`config.mk`:
```
export PLATFORM = sky130hd
export DESIGN_NAME = lgsh_mix
export DESIGN_NICKNAME = d
export VERILOG_FILES = /design/src/rtl/lgsh_pkg.sv /design/src/rtl/lgsh_mix.sv
export VERILOG_INCLUDE_DIRS = /design/src /design/src/rtl
export SDC_FILE = /design/constraint.sdc
export NUM_CORES = 1
export LEC_CHECK = 0
export ABC_CLOCK_PERIOD_IN_PS = 5900
export BUFFER_PORTS_ARGS = -buffer_cell sky130_fd_sc_hd__buf_2
export CORE_AREA = 2 2 176 178
export CTS_CLUSTER_DIAMETER = 120
export DETAILED_ROUTE_END_ITERATION = 7
export DIE_AREA = 0 0 178 180
export PLACE_DENSITY = 0.54
export SYNTH_ARGS = -nofsm -noshare
export SYNTH_HDL_FRONTEND = slang
export SYNTH_SLANG_ARGS = --single-unit
```
`constraint.sdc`:
```
create_clock -name clk -period 5.9 [get_ports clk]
set_clock_uncertainty 0.05 [all_clocks]
set_input_delay 1.18 -clock clk [delete_from_list [all_inputs] [get_ports clk]]
set_output_delay 1.18 -clock clk [all_outputs]
set_load 0.005 [all_outputs]
```
`src/rtl/assert_macros.svh`:
```
// ---------------------------------------------------------------------------
// assertion macros
// clocked property checks on clk with rst_n as the disable condition
// ---------------------------------------------------------------------------
`ifndef ASSERT_MACROS_SVH
`define ASSERT_MACROS_SVH
`ifndef SYNTHESIS
// property must hold at every clock edge outside reset
`define ASSERT_CHK(lbl, prop, msg) \
    lbl: assert property (@(posedge clk) disable iff (!rst_n) prop) else $error(msg);
// condition must never be true at a clock edge outside reset
`define ASSERT_NEVER(lbl, cond, msg) \
    lbl: assert property (@(posedge clk) disable iff (!rst_n) !(cond)) else $error(msg);
`else
`define ASSERT_CHK(lbl, prop, msg)
`define ASSERT_NEVER(lbl, cond, msg)
`endif
`endif

```
`src/rtl/lgsh_pkg.sv`:
```
// ---------------------------------------------------------------------------
// lgsh_pkg
// types, constants and hash helpers for the lower-casing glob-aware hash
// ---------------------------------------------------------------------------
package lgsh_pkg;

    localparam int CHAR_W = 8;
    localparam int HASH_W = 32;

    typedef logic [CHAR_W-1:0] char_t;
    typedef logic [HASH_W-1:0] hash_t;

    // configuration reset value: asterisk
    localparam char_t GLOB_RESET = 8'd42;

    localparam char_t NUL_CHAR = 8'h00;
    localparam char_t UPPER_A  = 8'h41;
    localparam char_t UPPER_Z  = 8'h5A;
    localparam char_t CASE_OFS = 8'h20;

    // one-at-a-time shift amounts
    localparam int MIX_SHL  = 10;
    localparam int MIX_SHR  = 6;
    localparam int FIN_SHL1 = 3;
    localparam int FIN_SHR  = 11;
    localparam int FIN_SHL2 = 15;

    // payload handed from the mixing stage to the finishing stage
    typedef struct packed {
        char_t norm_char;
        logic  done;
        logic  glob;
        hash_t pre_hash;
        hash_t len;
    } lgsh_stage_t;

    // ascii upper case to lower case, everything else unchanged
    function automatic char_t lower_char(char_t c);
        char_t r;
        r = c;
        if (c inside {[UPPER_A:UPPER_Z]})
            r = c + CASE_OFS;
        return r;
    endfunction

    // per-byte mixing step
    function automatic hash_t mix_byte(hash_t h, char_t b);
        hash_t t;
        t = h + {{(HASH_W-CHAR_W){1'b0}}, b};
        t = t + (t << MIX_SHL);
        t = t ^ (t >> MIX_SHR);
        return t;
    endfunction

    // finalising shifts, length already added
    function automatic hash_t finish_core(hash_t h);
        hash_t t;
        t = h + (h << FIN_SHL1);
        t = t ^ (t >> FIN_SHR);
        t = t + (t << FIN_SHL2);
        return t;
    endfunction

endpackage

```
`src/rtl/lgsh_mix.sv`:
```
// ---------------------------------------------------------------------------
// lgsh_mix
// running hash state: lowers each non-glob byte, mixes it in, tracks length and glob
// ---------------------------------------------------------------------------
`include "assert_macros.svh"

module lgsh_mix
    import lgsh_pkg::*;
(
    input  logic        clk,
    input  logic        rst_n,
    input  logic        in_valid,
    input  char_t       in_char,
    input  char_t       glob_char,
    output logic        in_ready,
    output logic        out_valid,
    output lgsh_stage_t out_stage,
    input  logic        out_ready
);

    hash_t       hash_reg, hash_next;
    hash_t       count_reg, count_next;
    logic        glob_reg, glob_next;
    logic        valid_reg;
    lgsh_stage_t stage_reg, stage_next;
    logic        adv;
    logic        is_zero;
    logic        is_glob;
    char_t       norm;

    // stage handshake
    assign in_ready = !valid_reg || out_ready;
    assign adv      = in_valid && in_ready;

    // byte classification, glob compared before lowering
    assign is_zero = (in_char == NUL_CHAR);
    assign is_glob = !is_zero && (in_char == glob_char);
    assign norm    = is_glob ? in_char : lower_char(in_char);

    // next running state
    always_comb
    begin
        if (is_zero)
        begin
            hash_next  = '0;
            count_next = '0;
            glob_next  = 1'b0;
        end
        else
        begin
            count_next = count_reg + hash_t'(1);
            glob_next  = glob_reg || is_glob;
            if (is_glob || glob_reg)
                hash_next = '0;
            else
                hash_next = mix_byte(hash_reg, norm);
        end
    end

    // payload to the finishing stage
    always_comb
    begin
        stage_next.norm_char = norm;
        stage_next.done      = is_zero;
        stage_next.glob      = glob_reg;
        stage_next.pre_hash  = hash_reg + count_reg;
        stage_next.len       = count_reg;
    end

    // control state
    always_ff @(posedge clk or negedge rst_n)
    begin
        if (!rst_n)
        begin
            hash_reg  <= '0;
            count_reg <= '0;
            glob_reg  <= 1'b0;
            valid_reg <= 1'b0;
        end
        else
        begin
            if (adv)
            begin
                hash_reg  <= hash_next;
                count_reg <= count_next;
                glob_reg  <= glob_next;
            end
            if (in_ready)
                valid_reg <= in_valid;
        end
    end

    // stage payload
    always_ff @(posedge clk)
    begin
        if (adv)
            stage_reg <= stage_next;
    end

    assign out_valid = valid_reg;
    assign out_stage = stage_reg;

    // checks
    `ASSERT_CHK(a_clear_on_end, (adv && is_zero) |=> (hash_reg == '0 && count_reg == '0 && !glob_reg), "state not cleared after end of string")
    `ASSERT_CHK(a_count_step, (adv && !is_zero) |=> (count_reg == $past(count_reg) + 32'd1), "length did not step by one")
    `ASSERT_NEVER(a_glob_hash, glob_reg && (hash_reg != '0), "hash kept running after glob byte")

endmodule

```
Word level (Yosys, flattened, before mapping):

Cells that the tools add are included.

* add/sub/neg operators: 5
* order comparisons: 2
* reduce and logical (&&, ||, !) cells: 8
* multiplexer cells: 6
* bitwise gates (word level): 1
* equality and inequality tests: 1

Operator list (count)
* 32-bit two-way mux: 3
* 32-bit adder: 2
* 32-bit by 1-bit adder with 32-bit output, second input constant: 1
* 32-bit by 8-bit adder with 32-bit output: 1
* 32-bit by 26-bit XOR with 32-bit output: 1
* 8-bit two-way mux: 2
* 8-bit by 6-bit adder with 8-bit output, second input constant: 1
* 8-bit == test: 1
* 8-bit by 7-bit >= comparator with 1-bit output, second input constant: 1
* 8-bit by 7-bit <= comparator with 1-bit output, second input constant: 1
* 8-bit zero test: 1
* 1-bit logical AND: 3
* 1-bit zero test: 2
* 1-bit logical OR: 2
* 1-bit two-way mux: 1

* output and inout port bits: 76
* register bits: 140
* word-level logic and storage cells: 32

Longest topological paths before layout:

Gate-level depths: netlist of run 1.

* depth in word-level cells: 9
* mapped depth: 27
* mapped depth without buffers: 26

Worst setup path before layout of run 1:

Ideal clock, no wire load.

* kind: input to register
* from: input in_char[6]
* to: register hash_reg[31]
* slack: -0.649 ns
* cell stages on the path: 27
* required time: 5.772 ns
* arrival time: 6.421 ns
* library setup time: 0.078 ns
* path buffers: 1
* cell sequence: clkbuf_1 > xnor2_1 > nand4_1 > nor2_1 > nor2_1 > nand3_1 > mux2_2 > ha_1 > a21o_1 > a221oi_4 > nand2_1 > and2_1 > nand2_1 > xnor2_1 > ha_1 > a21o_1 > a2111oi_0 > a21bo_2 > a31oi_1 > a221oi_2 > o211ai_2 > a211oi_2 > o31ai_4 > o221ai_1 > maj3_1 > xor2_1 > o21ai_1

* cells in the longest elaborated chain, start to end: 9
* elaborated cells on any way between the ends: 16
* classes of those cells: add/sub (3); order compare (2); eq/ne (1); mux (4); bitwise (1); reduce/logical (5)

Ends and longest elaborated chain
* start: declaration: RTL line lgsh_mix.sv:13 `input char_t in_char,`
* 8-bit by 7-bit >= comparator with 1-bit output (tied with other cells): RTL line lgsh_pkg.sv:41 `if (c inside {[UPPER_A:UPPER_Z]})`
* 1-bit logical AND or 1-bit zero test (tied branches): RTL line lgsh_pkg.sv:41, lgsh_mix.sv:37
* 8-bit two-way mux or 1-bit logical AND (tied branches): RTL line lgsh_pkg.sv:41, lgsh_mix.sv:37
* 8-bit two-way mux *: RTL line lgsh_mix.sv:38 `assign norm = is_glob ? in_char : lower_char(in_char);`
* net norm[6]: RTL line lgsh_mix.sv:29 `char_t norm;`
* 32-bit by 8-bit adder with 32-bit output *: RTL line lgsh_pkg.sv:49 `t = h + {{(HASH_W-CHAR_W){1'b0}}, b};`
* 32-bit adder *: RTL line lgsh_pkg.sv:50 `t = t + (t << MIX_SHL);`
* 32-bit by 26-bit XOR with 32-bit output *: RTL line lgsh_pkg.sv:51 `t = t ^ (t >> MIX_SHR);`
* 32-bit two-way mux *: RTL line lgsh_mix.sv:53 `if (is_glob || glob_reg)`
* 32-bit two-way mux *: RTL line lgsh_mix.sv:43 `if (is_zero)`
* end signal: assignment: RTL line lgsh_mix.sv:84 `hash_reg <= hash_next;`
* end: declaration: RTL line lgsh_mix.sv:21 `hash_t hash_reg, hash_next;`

Mark *: on every way through the listed nets, which the timed path passes. The rest lies on a longest branch.
A chain may end at the register's enable or synchronous reset.

Worst setup path in the final report of run 1:

* from: input in_char[4]
* to: register hash_reg[31]

The elaborated chain is that of the path after synthesis.

==> results of run 1 <==
-- metal layers --
metal  vias up  global-route usage (%)  wire (um)
li1       3504                       -          -
met1      3287                    19.7      11000
met2       139                    23.1      10500
met3        31                    2.45        721
met4         0                    3.93        362
met5         -                       0          0
-- synth_stat cells (all sizes together), types with 2 or more instances --
library cell / instances
o221ai: 2
a311o: 2
o31ai: 7
a211oi: 8
o21a: 7
a21o: 31
a221oi: 3
inv: 23
or3: 6
nor2: 64
nand4: 12
nor3: 7
a31oi: 9
a21boi: 2
maj3: 4
xor2: 62
o22ai: 5
o31a: 2
nand2: 83
buf: 2
edfxtp: 74
nand3: 30
or2: 5
nand2b: 14
o21bai: 2
fa: 2
xnor2: 80
a211o: 2
and2: 3
a21oi: 49
o211ai: 4
o21ai: 51
a22o: 6
xnor3: 2
nor2b: 13
a311oi: 4
clkbuf: 12
ha: 60
and3: 22
dfrtp: 66
-- power groups by stage --
stage | registers, uW | clock network, uW | logic, uW
2_1_floorplan | 1490 | 0 | 2860
3_3_place_gp | 1580 | 0 | 4210
3_5_place_dp | 1580 | 0 | 4230
4_1_cts | 1560 | 1080 | 4250
5_1_grt | 1600 | 1130 | 4800
6_report | 1570 | 1060 | 4390
-- worst max-delay path, delay by kind of cell --
family	cells	cell delay, ps
buffers and inverters	1	130
AO/OA/AOI/OAI	12	2460
adder cells (fa/ha/maj)	3	910
AND/OR/NAND/NOR	7	770
multiplexers	1	320
XOR/XNOR	3	360
-- cell families (layout without fill, tap and decap cells) --
group / after synthesis / after routing / synth area share, %
XOR/XNOR: 144 / 144 / 15.0
AO/OA/AOI/OAI: 208 / 208 / 16.3
adder cells (fa/ha/maj): 66 / 66 / 9.37
buffers and inverters: 37 / 244 / 1.58
multiplexers: 1 / 1 / 0.127
AND/OR/NAND/NOR: 261 / 261 / 14.0
flip-flops: 140 / 140 / 43.6
-- worst max path at each step --
stage                          start           end  cells after the start
after floorplan           in_char[6]  hash_reg[31]                     27
after global placement    in_char[2]  hash_reg[31]                     27
after detailed placement  in_char[2]  hash_reg[31]                     27
after CTS                 in_char[2]  hash_reg[31]                     27
after global routing      in_char[4]  hash_reg[31]                     27
final                     in_char[4]  hash_reg[31]                     27
-- stage by stage --
step	hold slack, ps	util (%)	total power [uW]
after floorplan	399	-	4340
after global placement	434	34.8	5780
after detailed placement	425	34.8	5810
after CTS	443	36.7	6890
after global routing	444	37.5	7520
final	446	37.5	7020
-- cell type report --
| cell class | count | area [um2] |
|---|---|---|
| multi-input cells | 680 | 5060 |
| clock buffers | 18 | 429 |
| inverters | 23 | 87.6 |
| fillers | 2992 | 18900 |
| repair buffers | 189 | 1230 |
| flip-flops and latches | 140 | 3870 |
| well taps | 396 | 495 |
| clock inverters | 14 | 149 |
-- repair_timing --
action                     CTS  global route
buffers inserted             0             6
setup endpoints to repair    0            16
hold buffers                 0             0
resized for setup            0            45
==> flow_summary.toml, run 1 <==
[layout]
final_area_um2 = 11300
syn2layout_area_growth_pct = 27.7
fin_nets = 1133
largest_reg_flops = 74
final_layout_size_suffix_gt1_share_pct = 26.6
layout.cells.most_common = "buf_4"
final_cell_mix = "buf_4 (94), buf_2 (87), nand2_1 (82)"
diodes = 0
fin_cells = 1460

[floorplan]
chipHeight_um = 180
initial_core_util_pct = 29.4
io_pins = 96
rows = 64
die_x_um = 178
coreArea_um2 = 30200
dieArea_um2 = 32000

[setup_path]
ff2ff_path_depth = 21
criticalPathCategory = "in2reg"
critPathArrivalTime_ps = 6150
rr_startpoint = "hash_reg[0]"
cp_max_fo = 4
slowest_delay_ps = 380
critPathLaunchType = "primary input"
reg2reg_slack_ps = 990
reg2reg_to = "hash_reg[23]"
cp.required_ps = 6130
cp_slowest_cell = "a2111oi_2"
end_kind = "flop"

[clocking]
clk_pin_slew_ps = 60
cts_made_buffers = 17
htree_levels = 4
cts_tree = "built"
cts.sinks = 140
clockRootBuffer = "clkbuf_16"
clockBufferDepth = 2
clk_latency_ps = 440

[place]
place_inst = 1422
gp_congestion = 0.886
hpwl_um = 17200
place_area_um2 = 10500
io_buffer_count = 95
place_ws_ps = -429

[run_status]
status = "complete, but fails checks"
violations = "setup timing"

[min_path]
holdPathEnd = "out_stage[64]"
holdCritPathClass = "reg2reg"
worst_hold_path.num_cells = 0
min_from = "glob_reg"

[global_routing]
grt_pass1_wl_um = 36100
first_global_vias = 6867
antenna_found_initial = 0
overflow = 0
grt_max_degree = 69
grtUsageTotal_pct = 14.3

[sta]
min_period_ps = 5910
max_freq_ghz = 0.169
min_period_over_period_pct = 100
tightestPinTransition_ps = 886
rsz0062_at_grt = "yes"
finalSetupViolCount = 2
drv_slew = 0
final-hold-violation-count = 0
tns_ps = -19.1
fin_ws_ps = -12.7
slew_headroom_pct = 40.9

[synthesis]
ys_ff_latch = 140
syn_avg_cell_area_um2 = 10.4
ys_seq_area_share_pct = 43.6
synth.top_cell.area_share_pct = 25.0
synth_area_leader_cell = "edfxtp_1"
yosys-top-cells-area = "edfxtp_1 (25%), dfrtp_1 (19%), ha_1 (8.5%)"
synth.distinct_cells = 75
syn_area_um2 = 8880
syn_nets = 939
netlist_instances = 857
synth_edf_count = 74
ys.flop_type = "edfxtp_1"
ys_async_sr_fraction_pct = 47.1
yosysWarnings = 0

[detailed_routing]
first_pass_iters = 7
vias = 6961
avgRoutedWirePerCell_um = 15.5
drtIter0Drc = 340
ant_nets = 0
drcViolationCount = 0
avgViaCountPerCell = 4.77
routed_wl_um = 22600

[power_and_ir_drop]
p_leak_uw = 0.00515
p_switching_uw = 2940
clkPwrFrac_pct = 15.1
seqPwrFrac_pct = 22.3
ir_drop_mv = 0.339
p_int_uw = 4080
power_frac_comb_pct = 62.6
power_density_nw_per_um2 = 619
p_sw_share_pct = 41.9

[flow_run]
cap_violations = 0
Power figures use the tool's default switching activity.
==> inputs of run 2 (changes only) <==
- RECOVER_POWER: unset -> 50
==> run 2 against run 1 <==
  * The run still ends with setup timing left
  * Worst setup slack about the same
  * Critical path depth stayed put
  * Clock-buffer cell count is the same
  * Critical endpoint unchanged
  * First-iteration DRC count up 1.5%
  * Critical path type unchanged
  * Clock power about the same
==> flow_summary.toml, run 2 (synthesized netlist as in run 1, its figures left out) <==
[power_and_ir_drop]
p_leak_uw = 0.00515
p_switching_uw = 2940
seqPwrFrac_pct = 22.3
clkPwrFrac_pct = 15.1
power_frac_comb_pct = 62.6
p_sw_share_pct = 41.8
power_density_nw_per_um2 = 619
p_int_uw = 4080
ir_drop_mv = 0.340

[layout]
largest_reg_flops = 74
syn2layout_area_growth_pct = 27.6
multiInputGateArea_um2 = 5060
layout.cells.most_common = "buf_4"
final_layout_size_suffix_gt1_share_pct = 26.5
final-seq-area_um2 = 3870
final_area_um2 = 11300
final_cell_mix = "buf_4 (93), buf_2 (87), nand2_1 (82)"
fill_cells = 2994
fin_nets = 1133
diodes = 0
final_core_utilization_pct = 37.5

[place]
io_buffer_count = 95
hpwl_um = 17200
place_area_um2 = 10500
gp_congestion = 0.886

[clocking]
postCtsHoldBufs = 0
clk_latency_ps = 430
cts.sinks = 140
clockBufferDepth = 2
cts_made_buffers = 17
cts_tree = "built"
clk_pin_slew_ps = 60
clockRootBuffer = "clkbuf_16"
htree_levels = 4

[floorplan]
rows = 64
io_pins = 96
coreArea_um2 = 30200
chipHeight_um = 180
initial_core_util_pct = 29.4
die_x_um = 178
dieArea_um2 = 32000

[global_routing]
overflow = 0
first_global_vias = 6867
antenna_found_initial = 0
grt_pass1_wl_um = 36100
grt_max_degree = 69
grtUsageTotal_pct = 14.3

[setup_path]
ff2ff_path_depth = 21
cp.required_ps = 6130
criticalPathCategory = "in2reg"
critPathLaunchType = "primary input"
end_kind = "flop"
cp_max_fo = 4
critPathArrivalTime_ps = 6150
cp_slowest_cell = "a2111oi_2"
slowest_delay_ps = 380

[detailed_routing]
avgViaCountPerCell = 4.75
drcViolationCount = 0
avgRoutedWirePerCell_um = 15.4
vias = 6939
drtIter0Drc = 345
first_pass_iters = 5
ant_nets = 0
routed_wl_um = 22600

[sta]
tightestPinTransition_ps = 886
hold_ws_ps = 446
fin_ws_ps = -12.4
slew_headroom_pct = 40.9
finalSetupViolCount = 2
drv_slew = 0
final-hold-violation-count = 0
max_freq_ghz = 0.169
min_period_ps = 5910
rsz0062_at_grt = "yes"
min_period_over_period_pct = 100

[flow_run]
cap_violations = 0

[run_status]
violations = "setup timing"
status = "complete, but fails checks"

[min_path]
holdCritPathClass = "reg2reg"
worst_hold_path.num_cells = 0
[run 2: final timing paths]
path	start	slack, ps	endpoint
hold / removal	glob_reg	450	out_stage[64]
setup / recovery	in_char[4]	-10	hash_reg[31]
setup reg to reg	hash_reg[0]	990	hash_reg[23]
min in group asynchronous	rst_n	870	out_valid
hold reg to reg	glob_reg	450	out_stage[64]
max in group asynchronous	rst_n	4340	count_reg[20]
[run 2: area by class of cell]
cell class / count / share of cell area (%)
clock buffer: 18 / 3.79
tap: 396 / 4.37
inverter: 23 / 0.773
timing repair buffer: 189 / 10.9
sequential: 140 / 34.2
multi-input combinational: 680 / 44.7
clock inverter: 14 / 1.31
[run 2: critical path: cells and delay by family]
kind / cells / cell delay [ps]
AOI/OAI and AO/OA: 12 / 2460
xor gates and xnor gates: 3 / 360
adders and majority gates: 3 / 910
buffers and inverters: 1 / 130
muxes: 1 / 320
and+or+nand+nor: 7 / 770
[run 2: power groups by stage]
stage | registers [uW] | logic, uW | clock network, uW
finish | 1570 | 4390 | 1060
global route | 1600 | 4800 | 1130
CTS | 1560 | 4250 | 1080
detailed placement | 1580 | 4230 | 0
global placement | 1580 | 4210 | 0
floorplan | 1490 | 2860 | 0
[run 2: what timing repair did]
item / CTS / global route
endpoints found under the setup margin: 0 / 16
setup buffers: 0 / 6
resized for setup: 0 / 45
[run 2: routing by layer]
| metal | track usage (%) | wire length [um] | vias up |
|---|---|---|---|
| li1 | - | - | 3506 |
| met1 | 19.7 | 11000 | 3279 |
| met2 | 23.1 | 10400 | 122 |
| met3 | 2.45 | 769 | 32 |
| met4 | 3.93 | 358 | 0 |
| met5 | 0 | 0 | - |
[run 2: metrics by stage]
stage	TNS [ps]	setup WS, ps	power, uW	cells
detailed placement	-4670	-429	5810	1422
global route	-1250	-235	7520	1460
global placement	-3540	-350	5780	1422
finish	-18.4	-12.4	7020	1460
CTS	0	18.3	6890	1454
floorplan	-467	-158	4340	857
==> inputs of run 3 (changes only) <==
- ABC_AREA: unset -> 1
- CORE_AREA: 2 2 176 178 -> 2 2 187 189
- DIE_AREA: 0 0 178 180 -> 0 0 189 191
==> run 3 against run 2 <==
  * Non-clock buffer count shrank 76
  * Power grew 14%
  * Sequential share of layout area shrank 1.3 points
  * Highest routed layer unchanged
  * Critical path type unchanged
  * Sequential power grew 10%
  * Clock-buffer cell count grew 2
  * The flow finishes with violations (capacitance limit, slew limit)
  * Core utilization shrank 3.0 points
  * Critical path depth grew 1
==> flow_summary.toml, run 3 <==
[clocking]
cts_setup_buffers = 0
cts.repair.resized = 0
postCtsHoldBufs = 0
cts_tree = "built"
cts_made_buffers = 17
clk_latency_ps = 430
htree_levels = 4
clockRootBuffer = "clkbuf_16"
clockBufferDepth = 2
cts.sinks = 140
clk_pin_slew_ps = 60

[layout]
largest_reg_flops = 74
syn2layout_area_growth_pct = 16.8
layout.cells.most_common = "nand2_1"
final_area_um2 = 11800
diodes = 0
final_cell_mix = "nand2_1 (351), inv_1 (137), nand3_1 (103)"
fin_nets = 1511
final_core_utilization_pct = 34.5
final_layout_size_suffix_gt1_share_pct = 13.5
multiInputGateArea_um2 = 5580
fin_cells = 1897
final-seq-area_um2 = 3870
fill_cells = 3597

[setup_path]
critPathTopFamily = "simple AND/OR/NAND/NOR gates"
reg2reg_to = "count_reg[30]"
slowest_delay_ps = 420
cp.required_ps = 6130
ff2ff_path_depth = 16
critPathArrivalTime_ps = 5580
cp_max_fo = 6
end_kind = "flop"
reg2reg_slack_ps = 1780
criticalPathCategory = "in2reg"
cp_num_cells = 28
crit_end = "hash_reg[17]"
critPathLaunchType = "primary input"
crit_top_cell = "nand2_1"
critPathBufInv = 5
cp-startpoint = "in_char[1]"
rr_startpoint = "out_valid"
cp_slowest_cell = "a2111oi_0"

[place]
place_inst = 1865
io_buffer_count = 95
hpwl_um = 25000
place_area_um2 = 11200
gp_congestion = 0.933

[sta]
min_period_over_period_pct = 90.7
drv_slew = 67
finalSetupViolCount = 0
max_freq_ghz = 0.187
tightestPinTransition_ps = 3790
final-hold-violation-count = 0
slew_headroom_pct = -153
min_period_ps = 5350
rsz0062_at_grt = "no"
tns_ps = 0

[power_and_ir_drop]
power_density_nw_per_um2 = 679
p_leak_uw = 0.00545
ir_drop_mv = 0.241
p_total_uw = 7990

[run_status]
violations = "capacitance limit, slew limit"
status = "complete, but fails checks"

[min_path]
holdCritPathClass = "reg2reg"

[floorplan]
rows = 68
die_x_um = 189
coreArea_um2 = 34100
chipHeight_um = 191
dieArea_um2 = 36100
io_pins = 96
initial_core_util_pct = 29.6

[synthesis]
syn_area_um2 = 10100
syn_nets = 1390
yosys-top-cells-area = "edfxtp_1 (22%), dfrtp_1 (16%), nand2_1 (13%)"
ys_seq_area_share_pct = 38.4
ys_ff_latch = 140
synth_most_common_cell = "nand2_1"
ys.flop_type = "edfxtp_1"
synth.distinct_cells = 49
ys_async_sr_fraction_pct = 47.1
synth_edf_count = 74
synth.top_cell.area_share_pct = 22.0
yosysWarnings = 0
synth_common_cells = "nand2_1 (350), inv_1 (137), nand3_1 (103), nor2_1 (98), a21oi_1 (77)"
synth_area_leader_cell = "edfxtp_1"
syn_avg_cell_area_um2 = 7.71
netlist_instances = 1308

[detailed_routing]
drtIter0Drc = 555
ant_nets = 0
first_pass_iters = 5
drcViolationCount = 0
avgRoutedWirePerCell_um = 16.4
routed_wl_um = 31100
vias = 9258
avgViaCountPerCell = 4.88

[flow_run]
cap_violations = 1

[global_routing]
grt_max_degree = 71
overflow = 0
grtUsageTotal_pct = 17.3
antenna_found_initial = 0
grt_pass1_wl_um = 48100
first_global_vias = 8854
## run 3: cell count changes after synthesis, sizes merged, moves of 13 or more
cell	before	now
nor2	64	115
and3	22	0
nand2b	14	0
xnor2	80	13
a21o	31	5
nand3	30	114
a21oi	49	77
nor3	7	25
nor2b	13	0
nand2	83	389
inv	23	153
o21ai	51	65
## run 3: worst min-delay path by stage
stage,slack (ps),cells past startpoint,to,from
after global routing,480,0,out_stage[64],glob_reg
after CTS,470,0,out_stage[64],glob_reg
after global placement,460,0,out_stage[64],glob_reg
final,470,0,out_stage[64],glob_reg
after detailed placement,450,0,out_stage[64],glob_reg
after floorplan,420,0,out_stage[64],glob_reg
## run 3: layer usage
| layer | share of wire (%) | vias to the layer above | global-route usage (%) | wire (um) |
|---|---|---|---|---|
| li1 | - | 4615 | - | - |
| met1 | 46 | 4329 | 22.6 | 14300 |
| met2 | 46 | 260 | 28.8 | 14200 |
| met3 | 4.9 | 54 | 2.63 | 1510 |
| met4 | 3.3 | 0 | 6.88 | 1030 |
| met5 | 0 | - | 0 | 0 |
## run 3: power breakdown
group	leakage [uW]	total, uW	switching [uW]	internal [uW]
Combinational	0.00367	5130	3400	1730
Clock	0.000295	1140	412	725
Sequential	0.00148	1730	316	1410
## run 3: kinds of logic (layout without fill, tap and decap cells)
| kind of cell | Yosys count | count (layout) | synth area share, % |
|---|---|---|---|
| simple gates | 695 | 695 | 31.7 |
| xor+xnor | 67 | 67 | 6.04 |
| buf+inv | 165 | 299 | 6.23 |
| fa+ha+maj | 62 | 62 | 7.84 |
| compound gates | 179 | 179 | 9.79 |
| flops | 140 | 140 | 38.4 |
## run 3: stage by stage
stage          hold slack, ps  setup slack, ps
2_1_floorplan             417              833
3_3_place_gp              462             82.8
3_5_place_dp              449              107
4_1_cts                   467              540
5_1_grt                   481             61.8
6_report                  470              546
## run 3: layout make-up
| cell class | count | area share [%] |
|---|---|---|
| multi-input cells | 1003 | 47.4 |
| clock buffers | 20 | 3.88 |
| repair buffers | 113 | 4.66 |
| clock inverters | 12 | 1.42 |
| inverters | 154 | 4.92 |
| flip-flops and latches | 140 | 32.9 |
| well taps | 455 | 4.83 |
